## src/hdl/sqs_pkg.sv

```systemverilog
`timescale 1ns / 1ps

package sqs_pkg;

	localparam int N_WIDTH_DEF = 20;
	localparam int N_TOTAL_W   = 20;
	localparam int BIDX_W      = 3;
	localparam int BOUNDARY_W  = 21;
	localparam int NUM_BOUND   = 7;

	typedef logic [BIDX_W-1:0] bidx_t;

	localparam bidx_t FIRST_IDX = bidx_t'(1);
	localparam bidx_t LAST_IDX  = bidx_t'(NUM_BOUND);

endpackage

```

## src/hdl/sqs_size_if.sv

```systemverilog
`timescale 1ns / 1ps

interface sqs_size_if;
	import sqs_pkg::*;

	logic                 valid;
	logic                 ready;
	logic [N_TOTAL_W-1:0] n_total;

	modport source (output valid, output n_total, input ready);
	modport sink (input valid, input n_total, output ready);
endinterface

```

## src/hdl/sqs_bound_if.sv

```systemverilog
`timescale 1ns / 1ps

interface sqs_bound_if;
	import sqs_pkg::*;

	logic                  valid;
	logic                  ready;
	bidx_t                 boundary_index;
	logic [BOUNDARY_W-1:0] boundary;
	logic                  last;

	modport source (output valid, output boundary_index, output boundary, output last,
		input ready);
	modport sink (input valid, input boundary_index, input boundary, input last,
		output ready);
endinterface

```

## src/hdl/sqs_cube_eval.sv

```systemverilog
`timescale 1ns / 1ps

// P(x) = x(x+1)(2x+1) on one shared XW x XW multiplier, done follows start via C_LO, C_HI, C_SUM.
module sqs_cube_eval #(
	parameter int XW = 22
) (
	input  logic              clk,
	input  logic              arst_n,
	input  logic              start,
	input  logic [XW-1:0]     x,
	output logic              done,
	output logic [3*XW-1:0]   p
);
	localparam int PW = 3 * XW;

	typedef enum logic [1:0] {C_IDLE, C_LO, C_HI, C_SUM} cstate_t;

	cstate_t             state_q;
	logic [XW-1:0]       x_q;
	logic [2*XW-1:0]     p1_q;
	logic [2*XW-1:0]     lo_q;
	logic [2*XW-1:0]     hi_q;
	logic [PW-1:0]       p_q;
	logic                done_q;
	logic [XW-1:0]       odd;
	logic [XW-1:0]       mul_a;
	logic [XW-1:0]       mul_b;
	logic [2*XW-1:0]     mul_p;

	assign odd = {x_q[XW-2:0], 1'b1};

	always_comb begin
		case (state_q)
			C_IDLE: begin
				mul_a = x;
				mul_b = x + 1'b1;
			end
			C_LO: begin
				mul_a = p1_q[XW-1:0];
				mul_b = odd;
			end
			C_HI: begin
				mul_a = p1_q[2*XW-1:XW];
				mul_b = odd;
			end
			default: begin
				mul_a = '0;
				mul_b = '0;
			end
		endcase
	end

	assign mul_p = mul_a * mul_b;

	always_ff @(posedge clk or negedge arst_n) begin
		if (!arst_n) begin
			state_q <= C_IDLE;
			done_q  <= 1'b0;
		end else begin
			done_q <= 1'b0;
			case (state_q)
				C_IDLE: begin
					if (start) begin
						x_q     <= x;
						p1_q    <= mul_p;
						state_q <= C_LO;
					end
				end
				C_LO: begin
					lo_q    <= mul_p;
					state_q <= C_HI;
				end
				C_HI: begin
					hi_q    <= mul_p;
					state_q <= C_SUM;
				end
				C_SUM: begin
					p_q     <= {hi_q, {XW{1'b0}}} + PW'(lo_q);
					done_q  <= 1'b1;
					state_q <= C_IDLE;
				end
				default: state_q <= C_IDLE;
			endcase
		end
	end

	assign done = done_q;
	assign p    = p_q;

endmodule

```

## src/hdl/square_sum_partition_search.sv

```systemverilog
`timescale 1ns / 1ps

// channel    modport  payload                                 role
// size_ch    sink     n_total[19:0]                           one problem size per transaction
// bound_ch   source   boundary_index[2:0] boundary[20:0] last seven boundaries per size
//
// Every S(x) evaluation runs on the shared multiplier in sqs_cube_eval; each binary-search
// probe is a request, that evaluation and a sequencer step in S_SEARCH.
// size_ch.ready is high only while idle; a boundary waiting on bound_ch does not stop
// the next search, which stalls only when its own result finds the output register full.
// arst_n clears the sequencer, the evaluator and the output valid flag.
module square_sum_partition_search #(
	parameter int N_WIDTH = sqs_pkg::N_WIDTH_DEF
) (
	input  logic               clk,
	input  logic               arst_n,
	sqs_size_if.sink           size_ch,
	sqs_bound_if.source        bound_ch
);
	import sqs_pkg::*;

	localparam int XW = N_WIDTH + 2;
	localparam int PW = 3 * XW;
	localparam logic signed [XW-1:0] ONE_S = XW'(1);

	typedef enum logic [3:0] {
		S_IDLE, S_WAIT_N, S_WAIT_PREV, S_SEARCH, S_WAIT_MID,
		S_WAIT_L, S_WAIT_R, S_PICK, S_EMIT
	} state_t;

	state_t                  state_q;
	logic [N_WIDTH-1:0]      n_q;
	logic [PW-1:0]           share6_q;
	logic [PW-1:0]           t6_q;
	logic signed [XW-1:0]    left_q;
	logic signed [XW-1:0]    right_q;
	logic signed [XW-1:0]    mid_q;
	logic [N_WIDTH:0]        res_q;
	logic [PW-1:0]           dl_q;
	logic [PW-1:0]           dr_q;
	bidx_t                   k_q;
	logic                    ev_start_q;
	logic [XW-1:0]           ev_x_q;
	logic                    out_valid_q;
	bidx_t                   out_idx_q;
	logic [BOUNDARY_W-1:0]   out_bnd_q;
	logic                    out_last_q;

	logic                    ev_done;
	logic [PW-1:0]           ev_p;
	logic signed [XW-1:0]    span;
	logic signed [XW-1:0]    mid_c;
	logic                    emit_go;

	// P(n) mod 48 from its low nibble, given that P(n) is a multiple of 3
	function automatic logic [5:0] low_rem(input logic [3:0] lo);
		logic [5:0] r;
		case (lo)
			4'd0:    r = 6'd0;
			4'd1:    r = 6'd33;
			4'd2:    r = 6'd18;
			4'd3:    r = 6'd3;
			4'd4:    r = 6'd36;
			4'd5:    r = 6'd21;
			4'd6:    r = 6'd6;
			4'd7:    r = 6'd39;
			4'd8:    r = 6'd24;
			4'd9:    r = 6'd9;
			4'd10:   r = 6'd42;
			4'd11:   r = 6'd27;
			4'd12:   r = 6'd12;
			4'd13:   r = 6'd45;
			4'd14:   r = 6'd30;
			4'd15:   r = 6'd15;
			default: r = 6'd0;
		endcase
		return r;
	endfunction

	function automatic logic [PW-1:0] absd(input logic [PW-1:0] a, input logic [PW-1:0] b);
		return (a >= b) ? (a - b) : (b - a);
	endfunction

	sqs_cube_eval #(.XW(XW)) u_eval (
		.clk    (clk),
		.arst_n (arst_n),
		.start  (ev_start_q),
		.x      (ev_x_q),
		.done   (ev_done),
		.p      (ev_p)
	);

	assign span    = right_q - left_q;
	assign mid_c   = left_q + (span >>> 1);
	assign emit_go = (state_q == S_EMIT) && (!out_valid_q || bound_ch.ready);

	// all compares run on 6*S: targets are scaled, no division needed
	always_ff @(posedge clk or negedge arst_n) begin
		if (!arst_n) begin
			state_q     <= S_IDLE;
			ev_start_q  <= 1'b0;
			out_valid_q <= 1'b0;
		end else begin
			ev_start_q <= 1'b0;
			if (emit_go) begin
				out_valid_q <= 1'b1;
			end else if (bound_ch.ready) begin
				out_valid_q <= 1'b0;
			end
			case (state_q)
				S_IDLE: begin
					if (size_ch.valid) begin
						n_q        <= size_ch.n_total[N_WIDTH-1:0];
						ev_x_q     <= XW'(size_ch.n_total[N_WIDTH-1:0]);
						ev_start_q <= 1'b1;
						state_q    <= S_WAIT_N;
					end
				end
				S_WAIT_N: begin
					if (ev_done) begin
						share6_q   <= (ev_p - PW'(low_rem(ev_p[3:0]))) >> 3;
						k_q        <= FIRST_IDX;
						res_q      <= '0;
						ev_x_q     <= '0;
						ev_start_q <= 1'b1;
						state_q    <= S_WAIT_PREV;
					end
				end
				S_WAIT_PREV: begin
					if (ev_done) begin
						t6_q    <= ev_p + share6_q;
						left_q  <= $signed({1'b0, res_q});
						right_q <= $signed({2'b00, n_q});
						state_q <= S_SEARCH;
					end
				end
				S_SEARCH: begin
					if (left_q <= right_q) begin
						mid_q      <= mid_c;
						ev_x_q     <= mid_c;
						ev_start_q <= 1'b1;
						state_q    <= S_WAIT_MID;
					end else if (right_q[XW-1]) begin
						res_q   <= left_q[N_WIDTH:0];
						state_q <= S_EMIT;
					end else begin
						ev_x_q     <= left_q;
						ev_start_q <= 1'b1;
						state_q    <= S_WAIT_L;
					end
				end
				S_WAIT_MID: begin
					if (ev_done) begin
						if (ev_p == t6_q) begin
							res_q   <= mid_q[N_WIDTH:0];
							state_q <= S_EMIT;
						end else if (ev_p < t6_q) begin
							left_q  <= mid_q + ONE_S;
							state_q <= S_SEARCH;
						end else begin
							right_q <= mid_q - ONE_S;
							state_q <= S_SEARCH;
						end
					end
				end
				S_WAIT_L: begin
					if (ev_done) begin
						dl_q       <= absd(ev_p, t6_q);
						ev_x_q     <= right_q;
						ev_start_q <= 1'b1;
						state_q    <= S_WAIT_R;
					end
				end
				S_WAIT_R: begin
					if (ev_done) begin
						dr_q    <= absd(ev_p, t6_q);
						state_q <= S_PICK;
					end
				end
				S_PICK: begin
					res_q   <= (dl_q < dr_q) ? left_q[N_WIDTH:0] : right_q[N_WIDTH:0];
					state_q <= S_EMIT;
				end
				S_EMIT: begin
					if (emit_go) begin
						out_idx_q   <= k_q;
						out_bnd_q   <= BOUNDARY_W'(res_q);
						out_last_q  <= (k_q == LAST_IDX);
						if (k_q == LAST_IDX) begin
							state_q <= S_IDLE;
						end else begin
							k_q        <= bidx_t'(k_q + 1'b1);
							ev_x_q     <= XW'(res_q);
							ev_start_q <= 1'b1;
							state_q    <= S_WAIT_PREV;
						end
					end
				end
				default: state_q <= S_IDLE;
			endcase
		end
	end

	assign size_ch.ready           = (state_q == S_IDLE);
	assign bound_ch.valid          = out_valid_q;
	assign bound_ch.boundary_index = out_idx_q;
	assign bound_ch.boundary       = out_bnd_q;
	assign bound_ch.last           = out_last_q;

endmodule

```

## src/flat_wrapper.sv

```systemverilog
// flat-port wrapper written by rule: the top's interface ports become plain ports
module square_sum_partition_search_flat import sqs_pkg::*;
#(
	parameter int N_WIDTH = sqs_pkg::N_WIDTH_DEF
)
  (clk, arst_n, size_ch_valid, size_ch_n_total, size_ch_ready, bound_ch_valid, bound_ch_boundary_index, bound_ch_boundary, bound_ch_last, bound_ch_ready);
  sqs_size_if size_ch_i ();
  sqs_bound_if bound_ch_i ();
  input  logic clk;
  input  logic arst_n;
  input wire logic [$bits(size_ch_i.valid)-1:0] size_ch_valid;
  input wire logic [$bits(size_ch_i.n_total)-1:0] size_ch_n_total;
  output wire logic [$bits(size_ch_i.ready)-1:0] size_ch_ready;
  output wire logic [$bits(bound_ch_i.valid)-1:0] bound_ch_valid;
  output wire logic [$bits(bound_ch_i.boundary_index)-1:0] bound_ch_boundary_index;
  output wire logic [$bits(bound_ch_i.boundary)-1:0] bound_ch_boundary;
  output wire logic [$bits(bound_ch_i.last)-1:0] bound_ch_last;
  input wire logic [$bits(bound_ch_i.ready)-1:0] bound_ch_ready;
  assign size_ch_i.valid = size_ch_valid;
  assign size_ch_i.n_total = size_ch_n_total;
  assign size_ch_ready = size_ch_i.ready;
  assign bound_ch_valid = bound_ch_i.valid;
  assign bound_ch_boundary_index = bound_ch_i.boundary_index;
  assign bound_ch_boundary = bound_ch_i.boundary;
  assign bound_ch_last = bound_ch_i.last;
  assign bound_ch_i.ready = bound_ch_ready;
  square_sum_partition_search #(.N_WIDTH(N_WIDTH)) u_core (.clk(clk), .arst_n(arst_n), .size_ch(size_ch_i), .bound_ch(bound_ch_i));
endmodule
```

## config.mk

```make
export PLATFORM = sky130hd
export DESIGN_NAME = square_sum_partition_search_flat
export DESIGN_NICKNAME = d
export VERILOG_FILES = /design/src/hdl/sqs_pkg.sv /design/src/hdl/sqs_size_if.sv /design/src/hdl/sqs_bound_if.sv /design/src/hdl/sqs_cube_eval.sv /design/src/hdl/square_sum_partition_search.sv /design/src/flat_wrapper.sv
export SDC_FILE = /design/constraint.sdc
export NUM_CORES = 2
export LEC_CHECK = 0
export BUFFER_PORTS_ARGS = -buffer_cell sky130_fd_sc_hd__buf_4
export CAP_MARGIN = 0
export CELL_PAD_IN_SITES_DETAIL_PLACEMENT = 0
export CELL_PAD_IN_SITES_GLOBAL_PLACEMENT = 1
export CORE_MARGIN = 8
export CORE_UTILIZATION = 35
export CTS_BUF_LIST = sky130_fd_sc_hd__clkbuf_16
export DETAILED_ROUTE_END_ITERATION = 8
export PLACE_DENSITY_LB_ADDON = 0.3
export REMOVE_ABC_BUFFERS = 1
export SLEW_MARGIN = 5
export SYNTH_ARGS = -nofsm -noshare
export SYNTH_HDL_FRONTEND = slang
export SYNTH_SLANG_ARGS = --single-unit
```

## constraint.sdc

```tcl
create_clock -name clk -period 11.4 [get_ports clk]
set_input_delay 0 -clock clk [delete_from_list [all_inputs] [get_ports clk]]
set_output_delay 0 -clock clk [all_outputs]
set_load 0.02 [all_outputs]
```

==> flow_metrics.py <==
metrics = {
    "status": {
        "status": "finished, final reports clean",
    },
    "timing": {
        "final-hold-violation-count": 0,
        "tightest_slew_ns": 1.20,
        "finalWorstSetupSlack_ns": 2.04,
        "drv_slew": 0,
        "fin_crit_sh_pct": 82.1,
        "timing.fmax_mhz": 107,
        "rsz0062_at_grt": "false",
        "relSlewSlack_pct": 19.7,
        "layout_min_cycle_time_ns": 9.36,
        "setup_violations": 0,
        "fin_skew_ns": 0.0411,
        "setup-tns-final_ns": 0,
    },
    "final_layout": {
        "syn_to_final_growth_pct": 9.87,
        "drive_gt1_share_pct": 5.67,
        "fillers": 16200,
        "antenna_cells": 0,
        "num-nets-final": 6867,
        "final_cell_mix": "inv_1 (779), nand2_1 (658), edfxtp_1 (637)",
        "layout_commonest_cell": "inv_1",
    },
    "clock_network": {
        "clock_latency_ns": 0.68,
        "cts_resized": 0,
        "hold_buffers": 27,
        "postCtsSetupBuffers": 0,
        "clkSlewWorstSetupHoldPaths_ns": 0.06,
        "root_buffer": "clkbuf_16",
        "clock_sinks": 652,
        "cts_tree": "yes",
        "clk_path_buf_depth": 3,
        "cts_buffers": 73,
        "htreeDepth": 3,
    },
    "routing": {
        "vias_per_cell": 5.40,
        "first_pass_iters": 6,
        "drt_iter0_drc": 3993,
        "drt-total-wl_um": 182000,
        "drc_errors": 0,
        "wl_per_cell_um": 22.3,
        "antenna_left": 0,
        "vias": 44100,
    },
    "synth": {
        "synth_area_leaders": "edfxtp_1 (33%), fa_1 (14%), ha_1 (11%)",
        "async_flop_share_pct": 1.38,
        "synth_top_area_share_pct": 33.3,
        "yosysUniqueCellTypes": 87,
        "synth-edff-count": 637,
        "ys.warnings.count": 0,
        "postSynthCellCount": 5947,
        "seq_area_frac_synth_pct": 33.9,
        "synth_ff_type": "edfxtp_1",
        "ys_ff_latch": 652,
        "synth_top_area_cell": "edfxtp_1",
        "netlist_area_um2": 57400,
        "avgSynthCellArea_um2": 9.65,
    },
    "critical_path": {
        "critPathLaunchType": "flip-flop",
        "r2r_end": "u_core.u_eval.hi_q[32]",
        "path_class": "flip-flop to flip-flop",
        "startpoint": "u_core.u_eval.state_q[0]",
        "required_ns": 11.78,
        "ff2ff_setup_slack_ns": 2.04,
        "cp.arrival_ns": 9.74,
        "reg2regPathDepth": 26,
        "crit_fanout": 38,
        "reg2reg_from": "u_core.u_eval.state_q[0]",
        "end_kind": "flip-flop",
    },
    "placement": {
        "port-buffer-count": 50,
        "hpwl_um": 146000,
        "dp_slack_ns": 2.11,
        "place.gp.congestion": 0.915,
    },
    "power": {
        "p_per_area_nw_per_um2": 80.3,
        "p_leak_nw": 28.7,
        "ir_drop_mv": 0.0981,
        "p_total_w": 0.00506,
    },
    "die": {
        "core_area_um2": 163000,
        "die_area_um2": 177000,
        "io_pins": 51,
        "die_w_um": 421,
        "rows": 148,
        "dieHeight_um": 421,
        "initial_utilization_pct": 35.2,
    },
    "global_routing": {
        "met1_usage_pct": 27.9,
        "grt_pass1_vias": 44500,
        "busiest_layer": "met2",
        "grt_max_degree": 84,
        "track_usage_pct": 20.3,
        "grt_pass1_wl_um": 277000,
        "met3_usage_pct": 2.13,
        "antenna_found_initial": 2,
        "met2_usage_pct": 32.7,
        "grt_overflow": 0,
    },
    "hold_path": {
        "hold_path_end": "u_core.n_q[6]",
        "hold_path_startpoint": "size_ch_n_total[6]",
        "whs_path_depth": 2,
        "hold_path.class": "primary input to flip-flop",
    },
    "job": {
        "max_cap_violations": 0,
    },
}
-- sequential cells by signal, indices dropped and copies added, names as in the netlist, 22 cells and up, named ones only --
signal	count
u_core.dl_q	66
u_core.dr_q	66
u_core.ev_x_q	22
u_core.left_q	22
u_core.mid_q	22
u_core.right_q	22
u_core.share6_q	63
u_core.t6_q	66
u_core.u_eval.hi_q	44
u_core.u_eval.lo_q	44
u_core.u_eval.p	66
u_core.u_eval.p1_q	44
-- layout make-up --
cell class                      instances  area, um^2  share of cell area (%)
Inverter                              773        2910                    4.61
Sequential cell                       652       19500                    30.9
Clock inverter                         57         627                   0.995
Timing Repair Buffer                  166        1310                    2.08
Tap cell                             2175        2720                    4.32
Multi-Input combinational cell       4274       34100                    54.2
Clock buffer                           74        1850                    2.94
-- cell families after synthesis --
family	Yosys count	share of synthesized area, %
AND/OR/NAND/NOR	1587	12.5
XOR/XNOR	340	5.19
buffers and inverters	1021	6.75
multiplexers	47	0.829
flip-flops	652	33.9
AO/OA/AOI/OAI	1397	15.8
adder cells (fa/ha/maj)	903	25.0
-- stage by stage --
step / hold WS (ns) / instance area (um^2) / instances / util, %
2_1_floorplan: -0.296 / 56400 / 5699 / -
3_3_place_gp: -0.106 / 60300 / 8013 / 37.0
3_5_place_dp: -0.101 / 60300 / 8013 / 37.0
4_1_cts: 0.00446 / 63000 / 8171 / 38.7
5_1_grt: 0.0415 / 63000 / 8171 / 38.7
6_report: 0.0549 / 63000 / 8171 / 38.7
-- worst max-delay path, cell delays in order, from the launching register on --
cell	delay [ns]
dfrtp_1	0.41
inv_1	0.13
ha_2	0.65
buf_4	0.37
nand2_1	0.12
a31oi_2	0.66
buf_4	0.32
nand2_1	0.08
fa_1	0.55
fa_1	0.47
fa_1	0.55
inv_1	0.05
fa_1	0.48
fa_1	0.59
fa_1	0.46
fa_1	0.45
ha_1	0.36
a21o_1	0.23
a2111oi_0	0.48
o21ai_0	0.16
o21ai_0	0.21
nand3_1	0.19
a31oi_1	0.42
o31ai_1	0.16
a21o_1	0.20
a21oi_1	0.18
xnor2_1	0.14
-- layer usage --
layer,vias up,share of wire [%]
li1,20600,-
met1,21900,45
met2,1330,45
met3,329,4.9
met4,0,4.8
met5,-,0
-- Yosys cell counts (all sizes together) (31+ instances only) --
cell type / number
a21o: 193
a21oi: 386
a31oi: 46
and2: 31
and3: 52
clkbuf: 223
edfxtp: 637
fa: 403
ha: 500
inv: 770
mux2i: 43
nand2: 659
nand2b: 47
nand3: 83
nand4: 91
nor2: 394
nor2b: 31
nor3: 100
o21a: 42
o21ai: 312
o21bai: 79
xnor2: 236
xor2: 104
-- report_power, final --
group          switching [W]  internal (W)  leakage [nW]  total [W]
clock                0.00105       0.00140          1.23    0.00245
combinational     0.00000707     0.0000112          20.8  0.0000183
sequential                 0       0.00259          6.64    0.00259
total                0.00105       0.00401          28.7    0.00506
-- worst max-delay path by stage --
| stage | endpoint | slack (ns) | cells past startpoint |
|---|---|---|---|
| finish | u_core.u_eval.hi_q[32] | 2.04 | 26 |
| CTS | u_core.u_eval.lo_q[32] | 2.05 | 26 |
| global route | u_core.u_eval.hi_q[32] | 1.58 | 29 |
| global placement | u_core.u_eval.p1_q[31] | 2.36 | 27 |
| detailed placement | u_core.u_eval.hi_q[32] | 2.11 | 26 |
| floorplan | u_core.u_eval.hi_q[32] | 2.81 | 24 |
Power figures use the tool's default switching activity.
